`config.mk`:
```
export PLATFORM = sky130hd
export DESIGN_NAME = tce_front
export DESIGN_NICKNAME = d
export VERILOG_FILES = /design/src/hdl/tce_pkg.sv /design/src/hdl/tce_front.sv
export SDC_FILE = /design/constraint.sdc
export NUM_CORES = 1
export LEC_CHECK = 0
export BUFFER_PORTS_ARGS = -buffer_cell sky130_fd_sc_hd__buf_2
export CAP_MARGIN = 25
export CORE_ASPECT_RATIO = 1.2
export CORE_MARGIN = 2
export CORE_UTILIZATION = 40
export CTS_CLUSTER_SIZE = 28
export DETAILED_ROUTE_END_ITERATION = 7
export GPL_ROUTABILITY_DRIVEN = 0
export PLACE_DENSITY = 0.76
export SYNTH_ARGS = -nofsm -noshare
export SYNTH_HDL_FRONTEND = slang
export SYNTH_SLANG_ARGS = --single-unit
```
`constraint.sdc`:
```
create_clock -name clk -period 2.6 [get_ports clk]
set_input_delay 0.78 -clock clk [delete_from_list [all_inputs] [get_ports clk]]
set_output_delay 0.78 -clock clk [all_outputs]
set_load 0.02 [all_outputs]
```
`src/hdl/tce_pkg.sv`:
```
`timescale 1ns / 1ps
// ----------------------------------------------------------------------------
// tce_pkg
// Shared types, constants and saturation helpers for the tricorn escape-time
// block.
// ----------------------------------------------------------------------------
package tce_pkg;

	localparam int DATA_WIDTH = 32;
	localparam int FRAC_BITS  = 28;
	localparam int CNT_W      = 16;
	localparam int PROD_W     = 2 * DATA_WIDTH;
	localparam int SUM_W      = DATA_WIDTH + 1;
	localparam int QDEPTH     = 2;
	localparam int QPTR_W     = (QDEPTH > 1) ? $clog2(QDEPTH) : 1;
	localparam int QCNT_W     = $clog2(QDEPTH + 1);

	typedef logic signed [DATA_WIDTH-1:0] word_t;
	typedef logic [CNT_W-1:0]             cnt_t;

	localparam word_t WMAX = {1'b0, {(DATA_WIDTH-1){1'b1}}};
	localparam word_t WMIN = {1'b1, {(DATA_WIDTH-1){1'b0}}};
	// 4.0 in the word format, or the largest word when 4.0 does not fit
	localparam word_t FOUR = (FRAC_BITS + 4 <= DATA_WIDTH) ?
		word_t'(64'd1 << (FRAC_BITS + 2)) : WMAX;

	localparam cnt_t MAX_ITER_RST = cnt_t'(255);

	// one queued job
	typedef struct packed {
		word_t c_real;
		word_t c_imag;
		cnt_t  limit;
		logic  trivial;
	} job_t;

	typedef struct packed {
		logic full;
		logic empty;
	} q_stat_t;

	typedef struct packed {
		logic busy;
	} bk_stat_t;

	function automatic word_t sat_prod(input logic signed [PROD_W-1:0] v);
		logic fits;
		fits = (&v[PROD_W-1:DATA_WIDTH-1]) | ~(|v[PROD_W-1:DATA_WIDTH-1]);
		if (fits)
			return v[DATA_WIDTH-1:0];
		else if (v[PROD_W-1])
			return WMIN;
		else
			return WMAX;
	endfunction

	function automatic word_t sat_sum(input logic signed [SUM_W-1:0] v);
		if (v[SUM_W-1] == v[SUM_W-2])
			return v[DATA_WIDTH-1:0];
		else if (v[SUM_W-1])
			return WMIN;
		else
			return WMAX;
	endfunction

endpackage

```
`src/hdl/tce_front.sv`:
```
`timescale 1ns / 1ps
// ----------------------------------------------------------------------------
// tce_front
// Input stage: holds the limit register, takes points and tags each job
// with its limit and a flag for the no-iteration case.
// ----------------------------------------------------------------------------
module tce_front import tce_pkg::*; (
	input  logic  clk,
	input  logic  arst_n,
	input  logic  in_valid,
	output logic  in_ready,
	input  word_t c_real,
	input  word_t c_imag,
	input  logic  cfg_valid,
	output logic  cfg_ready,
	input  cnt_t  cfg_data,
	output logic  job_valid,
	output job_t  job,
	input  logic  job_ready
);

	cnt_t max_iter_q;
	logic valid_q;
	job_t job_q;

	assign cfg_ready = 1'b1;
	assign in_ready  = !valid_q || job_ready;
	assign job_valid = valid_q;
	assign job       = job_q;

	always_ff @(posedge clk or negedge arst_n) begin
		if (!arst_n) begin
			max_iter_q <= MAX_ITER_RST;
			valid_q    <= 1'b0;
		end else begin
			if (cfg_valid)
				max_iter_q <= cfg_data;
			if (in_valid && in_ready)
				valid_q <= 1'b1;
			else if (job_ready)
				valid_q <= 1'b0;
		end
	end

	always_ff @(posedge clk) begin
		if (in_valid && in_ready) begin
			job_q.c_real  <= c_real;
			job_q.c_imag  <= c_imag;
			job_q.limit   <= max_iter_q;
			job_q.trivial <= (max_iter_q == '0);
		end
	end

endmodule

```
Yosys cells after proc, flatten, opt, wreduce, memory -nomap -nowiden
Cells that the tools add are included.
W data, S select, Z words.
{"block": "word_totals", "mem_count": 0, "latchBits": 0, "ff_bits": 98, "ramBits": 0, "romBits": 0, "out_inout_bits": 84}
{"block": "classes", "add_sub_neg": 0, "n_div": 0, "shifts": 0, "n_eq_ne": 0, "muxes": 2, "n_mul": 0, "order_cmp": 0, "n_reduce_logical": 5, "bitwise": 0}
{"op": "$logic_not A16 Y1", "count": 1}
{"op": "$mux W1", "count": 2}
{"op": "$reduce_bool A2 Y1", "count": 1}
{"op": "$logic_and A1 B1 Y1", "count": 1}
{"op": "$logic_not A1 Y1", "count": 1}
{"op": "$logic_or A1 B1 Y1", "count": 1}

Depth between registers and ports, before layout
{"block": "depth", "depth_word": 4, "ltp_mapped": 3}

Worst setup path before layout
No wires, ideal clock.
{"block": "synth_path", "path_kind": "input port to flip-flop", "startpoint": "in job_ready", "endpoint": "reg job_q, in the netlist job[0] (enable)", "arrival_ns": 2.969, "t_required_ns": 2.152, "cell_stages": 2, "path_slack_ns": -0.817, "setup_time_ns": 0.448, "cell_sequence": "nand2b_1 and2_1"}
{"block": "synth_via", "elab_chain_len": 2}
{"element": "from (decl)", "line": "tce_front.sv:19", "rtl": "input logic job_ready"}
{"element": "$logic_or A1 B1 Y1", "line": "tce_front.sv:27", "rtl": "assign in_ready = !valid_q || job_ready;"}
{"element": "$logic_and A1 B1 Y1", "line": "tce_front.sv:46", "rtl": "if (in_valid && in_ready) begin"}
{"element": "to (decl)", "line": "tce_front.sv:24", "rtl": "job_t job_q;"}
Every way passes these cells.
A chain may end at the register's enable or synchronous reset.

Final worst setup path
{"block": "layout_path", "startpoint": "in job_ready", "endpoint": "out in_ready"}
{"block": "layout_via", "elab_chain_len": 1}
{"element": "$logic_or A1 B1 Y1", "line": "tce_front.sv:27"}
{"element": "to (decl)", "line": "tce_front.sv:11", "rtl": "output logic in_ready,"}
Every way passes these cells.

==> results.toml <==
[critical_path]
crit_type = "input port to primary output"
cp_common_cell = "buf_2"
required_ns = 1.82
cp_max_fo = 3
cp_cell_sequence = "buf_2 -> nand2b_1 -> buf_2"
cp-end-kind = "primary output"
max_stage_delay_ns = 0.17
critPathArrivalTime_ns = 1.21
r2r_slack_ns = 1.18
critPathSlowestCell = "buf_2"
cp-start-kind = "input port"

[route]
drc = 0
num_vias = 1823
avgRoutedWirePerCell_um = 15.7
wirelength_um = 6330
drtAntennaViolNets = 0
first_iter_violations = 96
first_pass_iters = 4
vias_per_cell = 4.52

[yosys]
synthCells = 126
syn_area_mm2 = 0.00318
ys_types = 13
avgSynthCellArea_um2 = 25.2
synthesis.nets = 211
synth_top_area_cell = "edfxtp_1"
yosysWarnings = 0
synth_area_leaders = "edfxtp_1, dfrtp_1, dfstp_2, mux2_4, mux2_2"
synth-seq-cells = 98
seq_area_frac_synth_pct = 90.2
synth_top_area_share_pct = 76.5

[clock_tree]
clock_latency_ns = 0.35
clk_pin_slew_worst_paths_ns = 0.09
numCtsBuffers = 9
cts.sinks = 98
ctsRootBufferMaster = "clkbuf_8"
cts_tree = "yes"
post_cts_buffers = 0
cts.htree.levels = 3
cts_hold_buf = 0
cts_resized = 0
clockBufferDepth = 2

[floorplanning]
io-pin-count = 169
core_area_mm2 = 0.00771
num_rows = 35
die_area_mm2 = 0.00868
start_util_pct = 41.3
die_w_um = 85.4
fp.dieH_um = 102

[cells_and_area]
final_nets = 387
fin_cells = 403
drive_gt1_share_pct = 67.8
syn2layout_area_growth_pct = 35.8
multi_input_area_um2 = 277
fillers = 647
layout.area.seq_mm2 = 0.00287

[sta]
setup_ws_ns = 0.611
max_freq_ghz = 0.503
setup_viol = 0
hold_ws_ns = 0.330
final.setup.tns_ns = 0
hold_violations = 0
finClkSkew_ns = 0.0113
layout_min_cycle_time_ns = 1.99
rsz0062_at_grt = "false"
slew_viol_final = 0
fin_crit_sh_pct = 76.5

[placement]
io_buffers = 167
place_inst = 383
pre_cts_ws_ns = 0.610

[flow_run]
drv_cap = 0

[power]
power_frac_seq_pct = 59.5
p_leak_nw = 1.85
internal-power_mw = 2.41
power_density_mw_per_mm2 = 727
vdd_drop_max_mv = 0.503
power_frac_clock_pct = 30.3
p_switching_uw = 730
combPwrFrac_pct = 10.2
swShare_pct = 23.3

[worst_hold_path]
hp-class = "input port to asynchronous set/reset pin"

[grt]
grt_use_total_pct = 14.2
grt_start_max_net_pins = 82
grt_pass1_wl_um = 9160
grt_overflow_total = 0
grt_pass1_vias = 1876
antenna_found_initial = 7

[outcome]
status = "finished, final reports clean"
## metrics by stage
step                area, um2  utilization, %  power (mW)
finish                   4320            56.0        3.14
detailed placement       4120            53.4        2.23
global route             4310            56.0        3.27
CTS                      4310            55.9        3.17
floorplan                3180               -        2.07
global placement         4120            53.4        2.21
## registers in the layout, summed over array words and instances (netlist names)
signal,flops
job_valid,1
job,81
max_iter_q,16
## logic make-up after synthesis
| family | count (synthesis) | synth area share, % |
|---|---|---|
| buf+inv | 3 | 1.22 |
| other cells | 1 | 0.118 |
| flops | 98 | 90.2 |
| mux | 16 | 6.84 |
| simple gates | 8 | 1.65 |
## path summary, 6_finish.rpt
| path | cells after the start | to | start |
|---|---|---|---|
| min in group clk | 0 | job[11]$_DFFE_PP_ | max_iter_q[10]$_DFFE_PN0P_ |
| hold / removal | 1 | max_iter_q[12]$_DFFE_PN0P_ | arst_n |
| hold reg to reg | 0 | job[11]$_DFFE_PP_ | max_iter_q[10]$_DFFE_PN0P_ |
| setup / recovery | 3 | in_ready | job_ready |
| setup reg to reg | 3 | job[75]$_DFFE_PP_ | job_valid$_DFFE_PN0P_ |
| max in group asynchronous | 1 | max_iter_q[1]$_DFFE_PN1P_ | arst_n |
## layout make-up
class	count	area share, %
Sequential cell	98	66.4
Timing Repair Buffer	168	19.8
Multi-Input combinational cell	25	6.40
Clock buffer	10	2.96
Tap cell	92	2.67
Clock inverter	6	1.51
Antenna cell	4	0.232
## power groups by stage
stage	Combinational [mW]	Clock, mW	Sequential, mW
after global placement	0.316	0	1.90
after floorplan	0.0763	0	2.00
after global routing	0.343	1.05	1.88
after CTS	0.324	0.982	1.87
final	0.320	0.951	1.87
after detailed placement	0.324	0	1.90
## layer usage
layer	global-route usage (%)	vias up	wire, um
met5	0	-	44
met4	7.57	6	151
met3	8.80	20	827
met2	22.7	100	3140
met1	14.5	849	2160
li1	-	848	-
## worst max-delay path, delay by kind of cell
kind / cells / cell delay [ns]
AND/OR/NAND/NOR: 1 / 0.16
buffers and inverters: 2 / 0.26
## synth_stat cells
cell / n
mux2_4: 10
nor4_1: 4
mux2_2: 6
conb_1: 1
dfstp_2: 8
buf_12: 1
dfrtp_1: 9
buf_4: 1
nand2b_1: 2
and4_1: 1
and2_1: 1
edfxtp_1: 81
buf_6: 1
## placed cells by master (no fill, tap or decap), types with 2 or more instances in the layout
cell type	count
nor4_1	4
nand2b_1	2
dfstp_2	8
clkinv_2	2
edfxtp_1	81
mux2_2	6
clkbuf_8	9
dfrtp_1	9
mux2_4	10
buf_2	167
diode_2	4
Note: power is estimated with default switching activity, not from simulation.
