**src/hdl/tce_pkg.sv**
```systemverilog
`timescale 1ns / 1ps
// ----------------------------------------------------------------------------
// tce_pkg
// Shared types, constants and saturation helpers for the tricorn escape-time
// block.
// ----------------------------------------------------------------------------
package tce_pkg;

	localparam int DATA_WIDTH = 32;
	localparam int FRAC_BITS  = 28;
	localparam int CNT_W      = 16;
	localparam int PROD_W     = 2 * DATA_WIDTH;
	localparam int SUM_W      = DATA_WIDTH + 1;
	localparam int QDEPTH     = 2;
	localparam int QPTR_W     = (QDEPTH > 1) ? $clog2(QDEPTH) : 1;
	localparam int QCNT_W     = $clog2(QDEPTH + 1);

	typedef logic signed [DATA_WIDTH-1:0] word_t;
	typedef logic [CNT_W-1:0]             cnt_t;

	localparam word_t WMAX = {1'b0, {(DATA_WIDTH-1){1'b1}}};
	localparam word_t WMIN = {1'b1, {(DATA_WIDTH-1){1'b0}}};
	// 4.0 in the word format, or the largest word when 4.0 does not fit
	localparam word_t FOUR = (FRAC_BITS + 4 <= DATA_WIDTH) ?
		word_t'(64'd1 << (FRAC_BITS + 2)) : WMAX;

	localparam cnt_t MAX_ITER_RST = cnt_t'(255);

	// one queued job
	typedef struct packed {
		word_t c_real;
		word_t c_imag;
		cnt_t  limit;
		logic  trivial;
	} job_t;

	typedef struct packed {
		logic full;
		logic empty;
	} q_stat_t;

	typedef struct packed {
		logic busy;
	} bk_stat_t;

	function automatic word_t sat_prod(input logic signed [PROD_W-1:0] v);
		logic fits;
		fits = (&v[PROD_W-1:DATA_WIDTH-1]) | ~(|v[PROD_W-1:DATA_WIDTH-1]);
		if (fits)
			return v[DATA_WIDTH-1:0];
		else if (v[PROD_W-1])
			return WMIN;
		else
			return WMAX;
	endfunction

	function automatic word_t sat_sum(input logic signed [SUM_W-1:0] v);
		if (v[SUM_W-1] == v[SUM_W-2])
			return v[DATA_WIDTH-1:0];
		else if (v[SUM_W-1])
			return WMIN;
		else
			return WMAX;
	endfunction

endpackage

```
**src/hdl/tce_queue.sv**
```systemverilog
`timescale 1ns / 1ps
// ----------------------------------------------------------------------------
// tce_queue
// Short job queue between the input stage and the iteration engine.
// ----------------------------------------------------------------------------
module tce_queue import tce_pkg::*; (
	input  logic    clk,
	input  logic    arst_n,
	input  logic    push_valid,
	output logic    push_ready,
	input  job_t    push_job,
	output logic    pop_valid,
	input  logic    pop_ready,
	output job_t    pop_job,
	output q_stat_t stat
);

	job_t              mem_q [QDEPTH];
	logic [QPTR_W-1:0] wr_ptr_q;
	logic [QPTR_W-1:0] rd_ptr_q;
	logic [QCNT_W-1:0] cnt_q;
	logic              push;
	logic              pop;

	assign stat.full  = (cnt_q == QCNT_W'(QDEPTH));
	assign stat.empty = (cnt_q == '0);
	assign push_ready = !stat.full;
	assign pop_valid  = !stat.empty;
	assign pop_job    = mem_q[rd_ptr_q];
	assign push       = push_valid && push_ready;
	assign pop        = pop_valid && pop_ready;

	always_ff @(posedge clk or negedge arst_n) begin
		if (!arst_n) begin
			wr_ptr_q <= '0;
			rd_ptr_q <= '0;
			cnt_q    <= '0;
		end else begin
			if (push)
				wr_ptr_q <= (wr_ptr_q == QPTR_W'(QDEPTH - 1)) ? '0 : wr_ptr_q + 1'b1;
			if (pop)
				rd_ptr_q <= (rd_ptr_q == QPTR_W'(QDEPTH - 1)) ? '0 : rd_ptr_q + 1'b1;
			if (push && !pop)
				cnt_q <= cnt_q + 1'b1;
			else if (pop && !push)
				cnt_q <= cnt_q - 1'b1;
		end
	end

	always_ff @(posedge clk) begin
		if (push)
			mem_q[wr_ptr_q] <= push_job;
	end

endmodule

```
**config.mk**
```make
export PLATFORM = sky130hd
export DESIGN_NAME = tce_queue
export DESIGN_NICKNAME = d
export VERILOG_FILES = /design/src/hdl/tce_pkg.sv /design/src/hdl/tce_queue.sv
export SDC_FILE = /design/constraint.sdc
export NUM_CORES = 1
export LEC_CHECK = 0
export BUFFER_PORTS_ARGS = -buffer_cell sky130_fd_sc_hd__buf_4
export CORE_ASPECT_RATIO = 1.25
export CORE_UTILIZATION = 40
export DETAILED_ROUTE_END_ITERATION = 7
export GPL_ROUTABILITY_DRIVEN = 0
export GPL_TIMING_DRIVEN = 0
export SYNTH_ARGS = -nofsm -noshare
export SYNTH_HDL_FRONTEND = slang
export SYNTH_SLANG_ARGS = --single-unit
```
**constraint.sdc**
```tcl
create_clock -name clk -period 6.5 [get_ports clk]
set_input_delay 0.65 -clock clk [delete_from_list [all_inputs] [get_ports clk]]
set_output_delay 0.65 -clock clk [all_outputs]
set_load 0.01 [all_outputs]
```
---- After elaboration in Yosys (flattened, before gate mapping) ----
Memory sizes are Yosys's and may differ from the RTL's.
Cells that the tools add are included.
operators by class
  add/sub/neg operators ................... 4
  eq/ne operators ......................... 1
  mux-type cells .......................... 6
  reductions and logical operators ........ 10
operator list
  operator                                                            number
  1-bit logical AND                                                   4
  1-bit logical NOT                                                   4
  1-bit two-way mux                                                   4
  2-bit two-way mux                                                   2
  1-bit adder, second input constant                                  2
  2-bit by 1-bit adder with 2-bit output, second input constant       1
  2-bit == test, second input constant                                1
  2-bit logical NOT                                                   1
  2-bit nonzero test                                                  1
  2-bit by 1-bit subtractor with 2-bit output, second input constant  1
word-level totals
  register bits after elaboration ......... 4
  RAM bits ................................ 162
  input port bits ......................... 85
  output and inout bits ................... 85
  word-level logic and storage cells ...... 25
  memories kept ........................... 1
memory list
  memory  words  width  read ports  clocked after Yosys merged registers in  wr ports  RTL line         text
  mem_q   2      81     1           0                                        1         tce_queue.sv:18  job_t mem_q [QDEPTH];

---- Depth between registers and ports, before layout ----
  depth after elaboration ................. 7
  gate-level depth with buffers ........... 7
  depth with buffers taken out ............ 7

---- Least setup slack after synthesis ----
OpenSTA, ideal clock, no wires.
  path type ............................... input port to flip-flop
  from .................................... input push_valid
  to ...................................... memory mem_q[0][0] in the netlist's numbering, enable pin
  setup time .............................. 521 ps
  data arrival time ....................... 4120 ps
  path slack .............................. 1859 ps
  cell stages on the path ................. 2
  buffers on the path ..................... 0
  cell sequence ........................... nand2_1 > nor2_1
on the way
  cells in the longest elaborated chain, start to end .. 3
ends and longest elaborated chain
  what                                     RTL line         text
  start: declaration                       tce_queue.sv:9   input logic push_valid,
  1-bit logical AND                        tce_queue.sv:30  assign push = push_valid && push_ready;
  1-bit two-way mux                        tce_queue.sv:51  if (push)
  1-bit two-way mux (implied by the code)  tce_queue.sv:52  mem_q[wr_ptr_q] <= push_job;
  end: declaration                         tce_queue.sv:18
No other way between the ends.

==> metrics.yaml <==
outcome: "finished, final reports clean"
syn-mean-instance-area_um2: 23.7
synth_flop_cell: "edfxtp_1"
hold_end: "mem_q[0][57]"
critPathArrivalTime_ns: 1.64
gr-usage-all-layers_pct: 14.3
cts_tree: "done"
portBuffers: 169
drive_above_1_share_pct: 61.9
synth_common_cells: "edfxtp_1 (162), mux2_4 (79), buf_12 (8)"
syn_to_final_growth_pct: 35.9
die-area_mm2: 0.0166
ant_nets: 0
dr.first_iter.drc_count: 129
min_path_cells: 1
power_uw: 4100
grt_setup_unrepaired: "false"
critPathCaptureType: "output pin"
cp_max_fo: 10
ys_seq_area_share_pct: 77.0
startpoint_type: "flop"
placed_cell_area_mm2: 0.00810
cts_resized: 0
yosysWarnings: 0
grt_remaining_overflow: 0
finalHoldViolCount: 0
netlist_area_mm2: 0.00645
synth-edff-count: 162
reg2reg_depth: 5
drv_cap: 0
clockBufferDepth: 2
synth.distinct_cells: 15
reg2reg_slack_ns: 4.40
clock-root-buffer: "clkbuf_16"
dieWidth_um: 116
tns_ns: 0
synth_fa_ha_area_share_pct: 0.194
yosys.area_share.simple_pct: 0.524
antenna_found_initial: 0
rr_endpoint: "mem_q[0][9]"
period_share_pct: 35.3
setup_violations: 0
synth_cells: 272
path_clk_slew_ns: 0.07
slowest_delay_ns: 0.34
fin_nets: 551
cp_cell_sequence: "buf_6 > buf_12 > mux2_4 > buf_4"
drv_slew: 0
pin_count: 170
synth_top_family_by_area: "multiplexers"
crit_path_start: "rd_ptr_q"
ir_drop_mv: 0.342
async_flop_share_pct: 2.41
first_pass_iters: 4
required_ns: 5.85
synth_compound_area_share_pct: 0
synth_area_leader_cell: "edfxtp_1"
core_mm2: 0.0157
dr_total_vias: 3095
crit_slowest_cell: "dfrtp_1"
synth_area_leaders: "edfxtp_1 (75%), mux2_4 (18%), buf_12 (2.5%)"
p_leak_uw: 0.00352
worstMarginPinSlew_ns: 0.707
powerDensity_mw_per_mm2: 468
grt_pass1_vias: 3235
via_per_inst: 4.49
htree_levels: 4
dp_hpwl_um: 7740
cts.sinks: 166
reg2reg_from: "cnt_q[0]"
fmax_ghz: 0.436
final_cell_area_mm2: 0.00876
synth_nets: 358
synth_top_area_share_pct: 75.5
clock_latency_ns: 0.42
route.detailed.drc: 0
hold_class: "in -> reg"
slew_headroom_pct: 52.8
synthMuxAreaShare_pct: 18.8
path_class: "reg -> out"
std_cell_rows: 51
post-route-min-period_ns: 2.29
n_antenna_cell: 0
hp-start: "push_job[57]"
wl_um: 11400
routedWlPerCell_um: 16.5
initial_core_util_pct: 41.1
grt_max_degree: 45
grt_first_pass_wirelength_um: 16900
numCtsBuffers: 17
ys_seq_elements: 166
yosysMostFrequentCell: "edfxtp_1"
fp.dieH_um: 144
skew_ns: 0.00722
synthXorXnorAreaFrac_pct: 0.679
sequential cells by signal (all words and copies together) (netlist names):
register	flops
mem_q	162
cnt_q	2
rd_ptr_q	1
wr_ptr_q	1
worst max-delay path by stage:
stage | to
floorplan | mem_q[0][0]
CTS | pop_job[31]
detailed placement | mem_q[0][9]
global placement | mem_q[0][17]
global route | pop_job[18]
finish | pop_job[31]
critical path: cells and delay by family (launching register included):
family,cells,cell delay (ns)
buf+inv,3,0.55
mux,1,0.31
flops,1,0.34
what timing repair did:
action,in CTS,in global routing
hold endpoints to repair,4,0
setup buffers,0,0
hold buffers,1,0
kinds of logic after synthesis:
family / after synthesis
flops: 166
mux: 81
buf+inv: 12
simple gates: 7
xor+xnor: 5
fa+ha+maj: 1
cell usage in the layout, fill, tap and decap left out, types with 2 or more instances in the layout:
cell / count
mux2_4: 79
dfrtp_1: 4
clkbuf_16: 17
mux2_2: 2
edfxtp_1: 162
inv_1: 3
bufinv_16: 5
xor2_1: 2
xnor2_1: 3
buf_16: 3
clkinv_2: 2
buf_12: 9
buf_4: 169
nand2_1: 2
clkinvlp_4: 3
inv_8: 2
area by class of cell:
class	count	area, um2
clock buffers	17	425
multi-input cells	94	1310
well taps	212	265
fillers	1281	6940
flip-flops and latches	166	4960
clock inverters	15	226
repair buffers	174	1380
inverters	3	11.3
plain buffers	9	171
metal layers:
| metal | vias to the layer above | routed length (um) | GRT usage [%] |
|---|---|---|---|
| li1 | 1460 | - | - |
| met1 | 1517 | 4090 | 14.3 |
| met2 | 96 | 6270 | 25.2 |
| met3 | 22 | 695 | 4.51 |
| met4 | 0 | 318 | 9.43 |
| met5 | - | 0 | 0 |
metrics by stage:
stage | worst slack [ns] | cells | util [%] | hold WS, ns
finish | 4.21 | 690 | 55.8 | 0.406
global route | 4.15 | 690 | 55.8 | 0.386
CTS | 4.17 | 690 | 55.8 | 0.383
detailed placement | 4.27 | 657 | 51.6 | 0.449
global placement | -0.291 | 653 | 50.8 | 0.447
floorplan | 1.86 | 272 | - | 0.354
where the power goes:
| part | switching (uW) | total (uW) | leakage [uW] | internal [uW] |
|---|---|---|---|---|
| clock | 411 | 1100 | 0.000311 | 685 |
| sequential | 61.9 | 1520 | 0.00155 | 1460 |
| combinational | 634 | 1480 | 0.00166 | 847 |
| total | 1110 | 4100 | 0.00352 | 2990 |
No activity file was read; power rests on OpenSTA's default activity.
